--- config.mk ---
export PLATFORM = sky130hd
export DESIGN_NAME = dbnms_ctrl
export DESIGN_NICKNAME = d
export VERILOG_FILES = /design/src/dbnms_pkg.sv /design/src/dbnms_ctrl.sv
export SDC_FILE = /design/constraint.sdc
export NUM_CORES = 1
export LEC_CHECK = 0
export BUFFER_PORTS_ARGS = -buffer_cell sky130_fd_sc_hd__buf_4
export CORE_AREA = 2 2 39 41
export CTS_BUF_LIST = sky130_fd_sc_hd__clkbuf_8 sky130_fd_sc_hd__clkbuf_16
export CTS_CLUSTER_SIZE = 12
export DETAILED_ROUTE_END_ITERATION = 7
export DIE_AREA = 0 0 41 43
export PLACE_DENSITY = 0.57
export SETUP_SLACK_MARGIN = 0.3
export SLEW_MARGIN = 10
export SYNTH_ARGS = -nofsm -noshare
export SYNTH_HDL_FRONTEND = slang
export SYNTH_SLANG_ARGS = --single-unit
--- constraint.sdc ---
create_clock -name clk -period 1.4 [get_ports clk]
set_input_delay 0.07 -clock clk [delete_from_list [all_inputs] [get_ports clk]]
set_output_delay 0.07 -clock clk [all_outputs]
set_load 0.01 [all_outputs]
--- src/dbnms_pkg.sv ---
package dbnms_pkg;

  // Default capacity of the box store.
  localparam int MAX_DETS_DEF = 64;

  // One stored box: x_min, y_min, x_max, y_max, score, class from the lowest bit up.
  localparam int BOX_W = 88;
  localparam int COORD_W = 16;
  localparam int SCORE_W = 16;
  localparam int CLASS_W = 8;
  localparam int THR_W = 16;

  // Field positions inside a stored box.
  localparam int XMIN_LSB = 0;
  localparam int YMIN_LSB = 16;
  localparam int XMAX_LSB = 32;
  localparam int YMAX_LSB = 48;
  localparam int SCORE_LSB = 64;
  localparam int CLASS_LSB = 80;

  localparam logic [THR_W-1:0] THR_RESET = 16'd29491;

  // Controller states.
  typedef enum logic [3:0] {
    ST_LOAD,
    ST_START,
    ST_FIND_INIT,
    ST_FIND,
    ST_FIND_END,
    ST_EMIT,
    ST_SUP_INIT,
    ST_SUP,
    ST_EMIT_LAST,
    ST_EMIT_EMPTY
  } state_t;

  // Commands from the controller to the datapath.
  typedef struct packed {
    logic load_en;
    logic scan_clr;
    logic issue;
    logic find_mode;
    logic sup_mode;
    logic commit;
    logic clear_set;
    logic emit_empty;
    logic emit_last;
  } cmd_t;

  // Status from the datapath to the controller.
  typedef struct packed {
    logic scan_end;
    logic pipe_busy;
    logic found;
    logic have_prev;
    logic cnt_zero;
  } stat_t;

endpackage

--- src/dbnms_ctrl.sv ---
module dbnms_ctrl (
  input  logic              clk,
  input  logic              rst_n,
  input  logic              in_tvalid,
  input  logic              in_tlast,
  input  logic              out_tready,
  input  dbnms_pkg::stat_t  stat,
  output dbnms_pkg::cmd_t   cmd,
  output logic              in_tready,
  output logic              out_tvalid
);

  dbnms_pkg::state_t state_r, state_nxt;

  // State register.
  always_ff @(posedge clk) begin
    if (!rst_n) begin
      state_r <= dbnms_pkg::ST_LOAD;
    end else begin
      state_r <= state_nxt;
    end
  end

  // Next state and commands.
  always_comb begin
    state_nxt = state_r;
    cmd = '0;
    in_tready = 1'b0;
    out_tvalid = 1'b0;
    case (state_r)
      dbnms_pkg::ST_LOAD: begin
        in_tready = 1'b1;
        cmd.load_en = 1'b1;
        if (in_tvalid && in_tlast) begin
          state_nxt = dbnms_pkg::ST_START;
        end
      end
      dbnms_pkg::ST_START: begin
        if (stat.cnt_zero) begin
          state_nxt = dbnms_pkg::ST_EMIT_EMPTY;
        end else begin
          state_nxt = dbnms_pkg::ST_FIND_INIT;
        end
      end
      dbnms_pkg::ST_FIND_INIT: begin
        cmd.scan_clr = 1'b1;
        state_nxt = dbnms_pkg::ST_FIND;
      end
      dbnms_pkg::ST_FIND: begin
        cmd.find_mode = 1'b1;
        cmd.issue = !stat.scan_end;
        if (stat.scan_end && !stat.pipe_busy) begin
          state_nxt = dbnms_pkg::ST_FIND_END;
        end
      end
      dbnms_pkg::ST_FIND_END: begin
        if (!stat.found) begin
          state_nxt = dbnms_pkg::ST_EMIT_LAST;
        end else if (stat.have_prev) begin
          state_nxt = dbnms_pkg::ST_EMIT;
        end else begin
          cmd.commit = 1'b1;
          state_nxt = dbnms_pkg::ST_SUP_INIT;
        end
      end
      dbnms_pkg::ST_EMIT: begin
        out_tvalid = 1'b1;
        if (out_tready) begin
          cmd.commit = 1'b1;
          state_nxt = dbnms_pkg::ST_SUP_INIT;
        end
      end
      dbnms_pkg::ST_SUP_INIT: begin
        cmd.scan_clr = 1'b1;
        state_nxt = dbnms_pkg::ST_SUP;
      end
      dbnms_pkg::ST_SUP: begin
        cmd.sup_mode = 1'b1;
        cmd.issue = !stat.scan_end;
        if (stat.scan_end && !stat.pipe_busy) begin
          state_nxt = dbnms_pkg::ST_FIND_INIT;
        end
      end
      dbnms_pkg::ST_EMIT_LAST: begin
        out_tvalid = 1'b1;
        cmd.emit_last = 1'b1;
        if (out_tready) begin
          cmd.clear_set = 1'b1;
          state_nxt = dbnms_pkg::ST_LOAD;
        end
      end
      dbnms_pkg::ST_EMIT_EMPTY: begin
        out_tvalid = 1'b1;
        cmd.emit_last = 1'b1;
        cmd.emit_empty = 1'b1;
        if (out_tready) begin
          cmd.clear_set = 1'b1;
          state_nxt = dbnms_pkg::ST_LOAD;
        end
      end
      default: begin
        state_nxt = dbnms_pkg::ST_LOAD;
      end
    endcase
  end

endmodule

==> summary.md, run 1 <==
| Metric | Value |
|---|---|
| Iter 0 DRT Violations | `4` |
| Status | `completed` |
| Sw power | `0.000380 W` |
| Cell Area, Synth | `438 sq um` |
| Sw frac | `0.357` |
| Slowest CP cell | `dfxtp_4` |
| Post-synthesis compound-gate area fraction | `0.206` |
| Post-DP HPWL | `863 microns` |
| Top flop regs | `state_r x4` |
| Largest stage delay on the critical path | `370 ps` |
| Syn avg cell area | `7.96 sq um` |
| CP Launch Type | `flop` |
| Main combinational cell family by area after synthesis | `simple AND/OR/NAND/NOR gates` |
| Leakage power | `0.351 nW` |
| Die width | `41 microns` |
| Total Power | `0.00106 W` |
| Share of cells above drive strength 1 | `0.595` |
| Clk buf depth | `2` |
| Mapped Cells | `55` |
| Relative slew slack | `0.759` |
| Final hold vios | `0` |
| Xor/xnor cell area share of the yosys netlist | `0.0200` |
| Largest register FFs | `4` |
| Post-Synth Simple-Gate Area | `0.363` |
| P per Cell Area | `1370 nW/um^2` |
| Mux cell area share after synthesis | `0.123` |
| TritonCTS sink count | `4` |
| Vias in the first global route | `485` |
| Final nets | `96` |
| Tcrit/Tclk final | `0.895` |
| CP endpoint kind | `flop` |
| Kind of critical path | `reg -> reg` |
| Most flops, register | `state_r` |
| Int Pwr | `0.000684 W` |
| Hold Slack | `108 ps` |
| Arr. time, crit path | `1390 ps` |
| Fmax | `798 MHz` |
| I/O pin count | `21` |
| Port Buf Inserts | `20` |
| Total Die Area | `1760 sq um` |
| Vias | `492` |
| Drt wl/cell | `12.9 microns` |
| Inserted Clock Buffers | `3` |
| Clock Skew | `4.95 ps` |
| Drc violations | `0` |
| Synth-to-Final Area Change | `77.7%` |
| Die Height | `43 microns` |
| Synth warn | `0` |
| Crit path cell chain | `nor2b_4 -> mux2i_4 -> o311ai_4 -> mux2i_1` |
| Sequential power share | `0.186` |
| Starting Density | `0.316` |
| Vias/cell | `4.92` |
| GPL Wtd Cong | `0.782` |
| First-pass GRT wire length | `2040 microns` |
| RSZ-0062 raised after global routing | `true` |
| Peak supply drop | `0.917 mV` |
| Hold WC Path Type | `in -> reg` |
| DRT Pass-1 Iters | `2` |
| Gate power share | `0.582` |
| # rows | `14` |
| Synth unique cells | `29` |
| Max-cap violations | `0` |
| Grt ovf | `0` |
| Antenna violations before repair | `0` |
| Clock slew at reported path FFs | `30 ps` |
| Register area share after synthesis | `0.183` |
| Max FO, Critical Path | `4` |
| Clock power share | `0.232` |
| Slew Limit Fails | `0` |
| Adder-cell share of the synthesized area | `0` |
| Setup TNS | `0 ps` |
| Global Route Usage Sum | `0.173` |
| Post-Route WL | `1290 microns` |
| Worst reg2reg setup slack | `150 ps` |
| Core area | `1380 sq um` |
| Cell area after layout | `778 sq um` |
| Clock root buffer | `clkbuf_8` |
| Pin count of the biggest net entering global routing | `8` |
| Worst slew pin tran | `357 ps` |
| Fin crit period | `1250 ps` |
| Worst-Skew Late Latency | `220 ps` |
| Final ANT Viol Nets | `0` |
| Antenna fix cells | `0` |
| Crit path required time | `1540 ps` |
| Area after DPL | `622 sq um` |
| Synth Net Count | `65` |
| Yosys reg bits | `4` |
| # H-tree levels | `1` |
| Setup Viol. Count Final | `0` |
| CTS tree | `built` |
## final cells by class
| type | count | area (sq um) |
|---|---|---|
| multi-input combinational | 43 | 363 |
| timing repair buffer | 32 | 251 |
| clock buffer | 3 | 41.3 |
| inverter | 2 | 7.51 |
| sequential | 4 | 95.1 |
| tap | 16 | 20.0 |
| fill | 137 | 606 |
## power by group through the flow
stage,clock (W),sequential [W],combinational (W)
after floorplan,0,0.000160,0.000385
after global placement,0,0.000188,0.000505
after detailed placement,0,0.000189,0.000503
after CTS,0.000258,0.000194,0.000608
after global routing,0.000272,0.000203,0.000671
final,0.000246,0.000198,0.000620
## critical path, delay by kind of cell (launching register included)
| kind | cells | cell delay (ps) |
|---|---|---|
| simple gates | 1 | 200 |
| mux | 2 | 320 |
| flops | 1 | 370 |
| compound gates | 1 | 270 |
## stage by stage
stage / utilization / setup WS, ps / cells
floorplan: - / 170 / 55
global placement: 0.449 / 77.8 / 90
detailed placement: 0.449 / 97.5 / 90
CTS: 0.552 / 123 / 99
global route: 0.562 / 75.0 / 100
finish: 0.562 / 146 / 100
## cells in the mapped netlist, drive strengths merged
cell    count  area share
mux2i       5        0.12
nand2       6       0.051
xnor2       1       0.020
o21ai       3       0.034
buf         6       0.089
nor4b       1       0.020
nor2b       3       0.060
nor3b       2       0.046
nor2        5       0.043
and3b       1       0.020
inv         2       0.017
nor4        1       0.029
and2        3       0.043
and3        1       0.014
a21o        1       0.017
dfxtp       4        0.18
o32ai       1       0.020
nand2b      1       0.014
o311ai      3        0.10
a21oi       3       0.034
nand3       2       0.023
## placed cells by master (no fill, tap or decap), types with 3 or more instances in the layout
cell type | synthesis | routed
and2_1 | 3 | 3
nand2_1 | 6 | 5
buf_6 | 1 | 3
mux2i_1 | 4 | 4
buf_4 | 1 | 29
clkbuf_8 | 0 | 3
nor2_1 | 5 | 5
dfxtp_4 | 0 | 4
## layer usage
metal / global-route usage / part of all wire / up-vias
li1: - / - / 254
met1: 0.209 / 0.43 / 220
met2: 0.269 / 0.50 / 18
met3: 0.0628 / 0.071 / 0
met4: 0.0600 / 0 / 0
met5: 0 / 0 / -
## kinds of logic (layout without fill, tap and decap cells)
logic type	Yosys count	count (layout)
and+or+nand+nor	26	26
AOI/OAI and AO/OA	11	11
xor gates and xnor gates	1	1
muxes	5	5
DFF	4	4
buffers and inverters	8	37
## repair_timing
action                     in CTS  in global routing
gates resized for setup        16                  2
buffers inserted                6                  1
pin swaps                       7                  7
setup endpoints to repair      15                 15
hold buffers                    0                  0
## final timing paths
check,start,to,depth (start not counted)
setup / recovery,state_r[0],state_r[2],4
hold / removal,rst_n,state_r[3],2
setup reg to reg,state_r[0],state_r[2],4
hold reg to reg,state_r[2],state_r[2],2
(Power assumes the default switching activity.)
==> run 2, diff against run 1 <==
Settings changed: ABC_AREA set to 1, PLACE_DENSITY 0.57 to 0.54, SKIP_CTS_REPAIR_TIMING set to 1.
==> run 2 against run 1 <==
  * Power rose by 46%
  * Worst hold slack got worse by 16 ps
  * Via count rose by 7.3%
  * Combinational power rose by 65%
  * Critical path depth rose by 2
  * Final cell count rose by 16%
  * Sequential power rose by 48%
  * Setup slack improved by 53 ps
  * Routed wire length fell by 3.6%
  * Die area did not move
  * Global-route usage fell by 3.5 points
  * Critical endpoint is now cmd[3]
  * Largest power group unchanged
  * Highest routed layer unchanged
==> summary.md, run 2 <==
| Metric | Value |
|---|---|
| Kind of critical path | `reg -> out` |
| Drt wl/cell | `10.7 microns` |
| Drc violations | `0` |
| Cell Area, Synth | `393 sq um` |
| Top flop regs | `state_r x4` |
| Synth unique cells | `12` |
| Global Route Usage Sum | `0.137` |
| Die Height | `43 microns` |
| Max-cap violations | `0` |
| CTS tree | `built` |
| Core area | `1380 sq um` |
| Tcrit/Tclk final | `0.858` |
| Status | `completed` |
| Port Buf Inserts | `20` |
| Hold WC Path Type | `in -> reg` |
| Largest delay share family, worst path | `flip-flops` |
| Vias | `528` |
| Share of cells above drive strength 1 | `0.560` |
| Post-Route WL | `1240 microns` |
| Top post-synthesis cells by count | `nand2_1, nor2_1, inv_1, nand3_1, o21ai_0` |
| DRT Pass-1 Iters | `4` |
| RSZ-0062 raised after global routing | `true` |
| Setup Viol. Count Final | `0` |
| Worst-Skew Late Latency | `210 ps` |
| Final hold vios | `0` |
| Synth area leaders | `dfxtp_1, nand2_1, nor2_1` |
| Most frequent cell after synthesis | `nand2_1` |
| Clock slew at reported path FFs | `30 ps` |
| TritonCTS sink count | `4` |
| Clock Skew | `0.778 ps` |
| Syn avg cell area | `5.24 sq um` |
| Number of flops mapped to enable cells by yosys | `0` |
| Synth-to-Final Area Change | `80.6%` |
| Main combinational cell family by area after synthesis | `simple AND/OR/NAND/NOR gates` |
| I/O pin count | `21` |
| Commonest non-fill, non-tap cell in the layout | `buf_4` |
| Most flops, register | `state_r` |
| Crit path required time | `1330 ps` |
| Slew Limit Fails | `0` |
| Most frequent cells in the layout | `buf_4, nand2_1, inv_1` |
| Fin crit period | `1200 ps` |
| Buf+Inv Stages, Crit Path | `2` |
| Yosys reg bits | `4` |
| Antenna fix cells | `0` |
| Xor/xnor cell area share of the yosys netlist | `0` |
| Share of Yosys cell area claimed by the top area cell type | `0.204` |
| # H-tree levels | `1` |
| Clk buf depth | `2` |
| Main flop type after synthesis | `dfxtp_1` |
| Max FO, Critical Path | `6` |
| # rows | `14` |
| Antenna violations before repair | `0` |
| CP endpoint kind | `output port` |
| Final nets | `112` |
| Largest register FFs | `4` |
| Fin util | `0.513` |
| Peak supply drop | `0.952 mV` |
| Filler cells | `141` |
| Relative slew slack | `0.867` |
| Largest stage delay on the critical path | `360 ps` |
| Register area share after synthesis | `0.204` |
| Clock root buffer | `clkbuf_8` |
| Synth warn | `0` |
| Mapped Cells | `75` |
| Slowest CP cell | `dfxtp_4` |
| Post-DP HPWL | `860 microns` |
| Ys async rst share | `0` |
| Pin count of the biggest net entering global routing | `7` |
| Iter 0 DRT Violations | `14` |
| Arr. time, crit path | `1130 ps` |
| Post-synthesis compound-gate area fraction | `0.102` |
| Adder-cell share of the synthesized area | `0` |
| Inserted Clock Buffers | `3` |
| Setup TNS | `0 ps` |
| Crit path cell chain | `nor2_4 -> nand2_2 -> inv_2 -> nand2_1 -> o21ai_1 -> buf_4` |
| Leakage power | `0.376 nW` |
| Post-Synth Simple-Gate Area | `0.541` |
| CP Launch Type | `flop` |
| Total Die Area | `1760 sq um` |
| Mux cell area share after synthesis | `0` |
| Fmax | `833 MHz` |
| Vias in the first global route | `424` |
| Post-synth top area cell | `dfxtp_1` |
| Starting Density | `0.284` |
| Final ANT Viol Nets | `0` |
| Synth Net Count | `85` |
| Die width | `41 microns` |
| GPL Wtd Cong | `0.806` |
| Worst slew pin tran | `199 ps` |
| Vias/cell | `4.55` |
| First-pass GRT wire length | `1680 microns` |
| Grt ovf | `0` |
| P per Cell Area | `2190 nW/um^2` |
## run 2: worst paths after layout
check | startpoint | endpoint | slack [ps] | cells after the start
max | state_r[3] | cmd[3] | 200 | 6
min | rst_n | state_r[3] | 90 | 3
min reg2reg | state_r[0] | state_r[0] | 560 | 2
max reg2reg | state_r[3] | state_r[0] | 230 | 8
## run 2: metrics by stage
| stage | worst slack [ps] | total power (W) | instance area (sq um) | cells | hold WS (ps) |
|---|---|---|---|---|---|
| final | 199 | 0.00155 | 709 | 116 | 92.9 |
| after global placement | 182 | 0.00106 | 564 | 110 | 333 |
| after floorplan | 306 | 0.000804 | 402 | 75 | 183 |
| after detailed placement | 202 | 0.00104 | 564 | 110 | 337 |
| after CTS | 44.4 | 0.00129 | 606 | 113 | 111 |
| after global routing | 125 | 0.00171 | 709 | 116 | 94.0 |
## run 2: kinds of logic after synthesis
logic type             Yosys count
buffers and inverters           15
DFF                              4
AOI/OAI and AO/OA                8
and+or+nand+nor                 48
## run 2: report_power, final
part,total (W),internal [W],switching (W)
Sequential,0.000293,0.000188,0.000105
Combinational,0.00102,0.000449,0.000572
Clock,0.000237,0.000183,0.0000544
Total,0.00155,0.000820,0.000731
## run 2: worst register-to-register path, stage by stage (launching register included)
cell,delay [ps]
dfxtp_4,360
nor2_4,180
nand2_2,80
buf_4,140
nor2_2,70
nor2_1,60
nand2_1,60
nand2_1,40
nor2_1,90
## run 2: final cells by class
type                       count  area (sq um)  share of cell area
multi-input combinational     56           315               0.444
timing repair buffer          23           180               0.254
sequential                     4          92.6               0.131
inverter                      14          60.1              0.0847
clock buffer                   3          41.3              0.0582
tap                           16          20.0              0.0282
## run 2: layer usage
layer | vias to the layer above | share of wire | track usage
li1 | 280 | - | -
met1 | 233 | 0.44 | 0.189
met2 | 15 | 0.52 | 0.197
met3 | 0 | 0.044 | 0.0471
met4 | 0 | 0 | 0.0400
met5 | - | 0 | 0
==> run 3, diff against run 2 <==
Settings changed: CTS_BUF_LIST sky130_fd_sc_hd__clkbuf_8 sky130_fd_sc_hd__clkbuf_16 to unset, GPL_TIMING_DRIVEN set to 0.
==> run 3 against run 2 <==
  * Register-to-register slack is essentially flat
  * Largest cell class unchanged
  * Die area unchanged
  * Clock skew increased by 2.2 ps
  * Combinational power hardly changed
  * Largest power group unchanged
  * Setup slack lost 29 ps
  * Routed wire length is 13% lower
  * Clock power decreased by 42%
  * Fmax fell by 2.4%
  * Global-route usage is 1.3 points lower
==> summary.md, run 3 (synthesis gave the netlist of run 2 again) <==
| Metric | Value |
|---|---|
| Status | `completed` |
| Inserted Clock Buffers | `3` |
| Clock slew at reported path FFs | `30 ps` |
| Core area | `1380 sq um` |
| Crit path required time | `1330 ps` |
| Post-DP HPWL | `820 microns` |
| Final hold vios | `0` |
| Arr. time, crit path | `1160 ps` |
| Vias in the first global route | `405` |
| Iter 0 DRT Violations | `11` |
| Hold WC Path Type | `in -> reg` |
| Top flop regs | `state_r x4` |
| Vias | `532` |
| Most frequent cells in the layout | `buf_4, nand2_1, nor2_1` |
| Die Height | `43 microns` |
| Antenna violations before repair | `0` |
| Port Buf Inserts | `20` |
| Relative slew slack | `0.867` |
| Fin crit period | `1230 ps` |
| Max FO, Critical Path | `6` |
| Leakage power | `0.372 nW` |
| Slew Limit Fails | `0` |
| Starting Density | `0.284` |
| Final nets | `113` |
| Kind of critical path | `reg -> out` |
| DRT Pass-1 Iters | `4` |
| Antenna fix cells | `0` |
| Finished Layout Cells | `117` |
| Drt wl/cell | `9.24 microns` |
| CP endpoint kind | `output port` |
| Clock Skew | `3.02 ps` |
| I/O pin count | `21` |
| Worst slew pin tran | `198 ps` |
| Largest register FFs | `4` |
| First-pass GRT wire length | `1520 microns` |
| RSZ-0062 raised after global routing | `true` |
| Vias/cell | `4.55` |
| CTS tree | `built` |
| Setup TNS | `0 ps` |
| Synth-to-Final Area Change | `72.9%` |
| Tcrit/Tclk final | `0.879` |
| P per Cell Area | `2110 nW/um^2` |
| Final ANT Viol Nets | `0` |
| Total Die Area | `1760 sq um` |
| Fmax | `813 MHz` |
| Post-Route WL | `1080 microns` |
| Share of cells above drive strength 1 | `0.525` |
| Placed instance count | `111` |
| Clk buf depth | `2` |
| Max-cap violations | `0` |
| Pin count of the biggest net entering global routing | `7` |
| # rows | `14` |
| Clock root buffer | `clkbuf_4` |
| Grt ovf | `0` |
| Setup Viol. Count Final | `0` |
| # H-tree levels | `1` |
| GPL Wtd Cong | `0.753` |
| Die width | `41 microns` |
| CP Launch Type | `flop` |
| Global Route Usage Sum | `0.124` |
| Drc violations | `0` |
| TritonCTS sink count | `4` |
| Most flops, register | `state_r` |
| Peak supply drop | `0.920 mV` |
| Worst-Skew Late Latency | `230 ps` |
| Commonest non-fill, non-tap cell in the layout | `buf_4` |
| Filler cells | `151` |
==> run 3: cell types whose count changed in the layout (fill, tap and decap cells not counted), sizes merged <==
cell	change
buf	+1
==> run 3: critical path, stage by stage, from the launching register on <==
cell     delay [ps]
dfxtp_2         330
inv_2            60
nor2_4          150
nand2_2          90
inv_2            60
nand2_1          40
o21ai_1          70
buf_4           130
==> run 3: area by class of cell <==
type                            instances  area [sq um]  share of cell area
Multi-Input combinational cell         56           305               0.449
Timing Repair Buffer                   23           176               0.260
Sequential cell                         4          90.1               0.133
Inverter                               14          57.6              0.0847
Clock buffer                            3          22.5              0.0331
Tap cell                               16          20.0              0.0295
Buffer                                  1          7.51              0.0110
==> run 3: worst paths after layout <==
| check | slack (ps) | startpoint | cells after the start | to |
|---|---|---|---|---|
| setup / recovery | 170 | state_r[2] | 7 | cmd[3] |
| hold / removal | 90 | rst_n | 3 | state_r[2] |
| setup reg to reg | 230 | state_r[2] | 9 | state_r[0] |
| hold reg to reg | 560 | state_r[0] | 2 | state_r[0] |
==> run 3: layer usage <==
| layer | track usage | part of all wire |
|---|---|---|
| met2 | 0.191 | 0.50 |
| met5 | 0 | 0 |
| met4 | 0.0733 | 0 |
| met1 | 0.154 | 0.44 |
| met3 | 0.0209 | 0.057 |
==> run 3: through the flow <==
stage / hold slack (ps) / power [W] / setup WS, ps / utilization / area [sq um]
4_1_cts: 91.0 / 0.00123 / 27.7 / 0.429 / 594
3_5_place_dp: 334 / 0.00108 / 218 / 0.413 / 572
5_1_grt: 106 / 0.00158 / 70.4 / 0.491 / 679
3_3_place_gp: 332 / 0.00109 / 180 / 0.413 / 572
6_report: 90.7 / 0.00144 / 170 / 0.491 / 679
2_1_floorplan: 183 / 0.000804 / 306 / - / 402
==> run 3: where the power goes <==
part,internal (W),switching [W]
sequential,0.000186,0.000105
clock,0.0000955,0.0000423
combinational,0.000460,0.000548
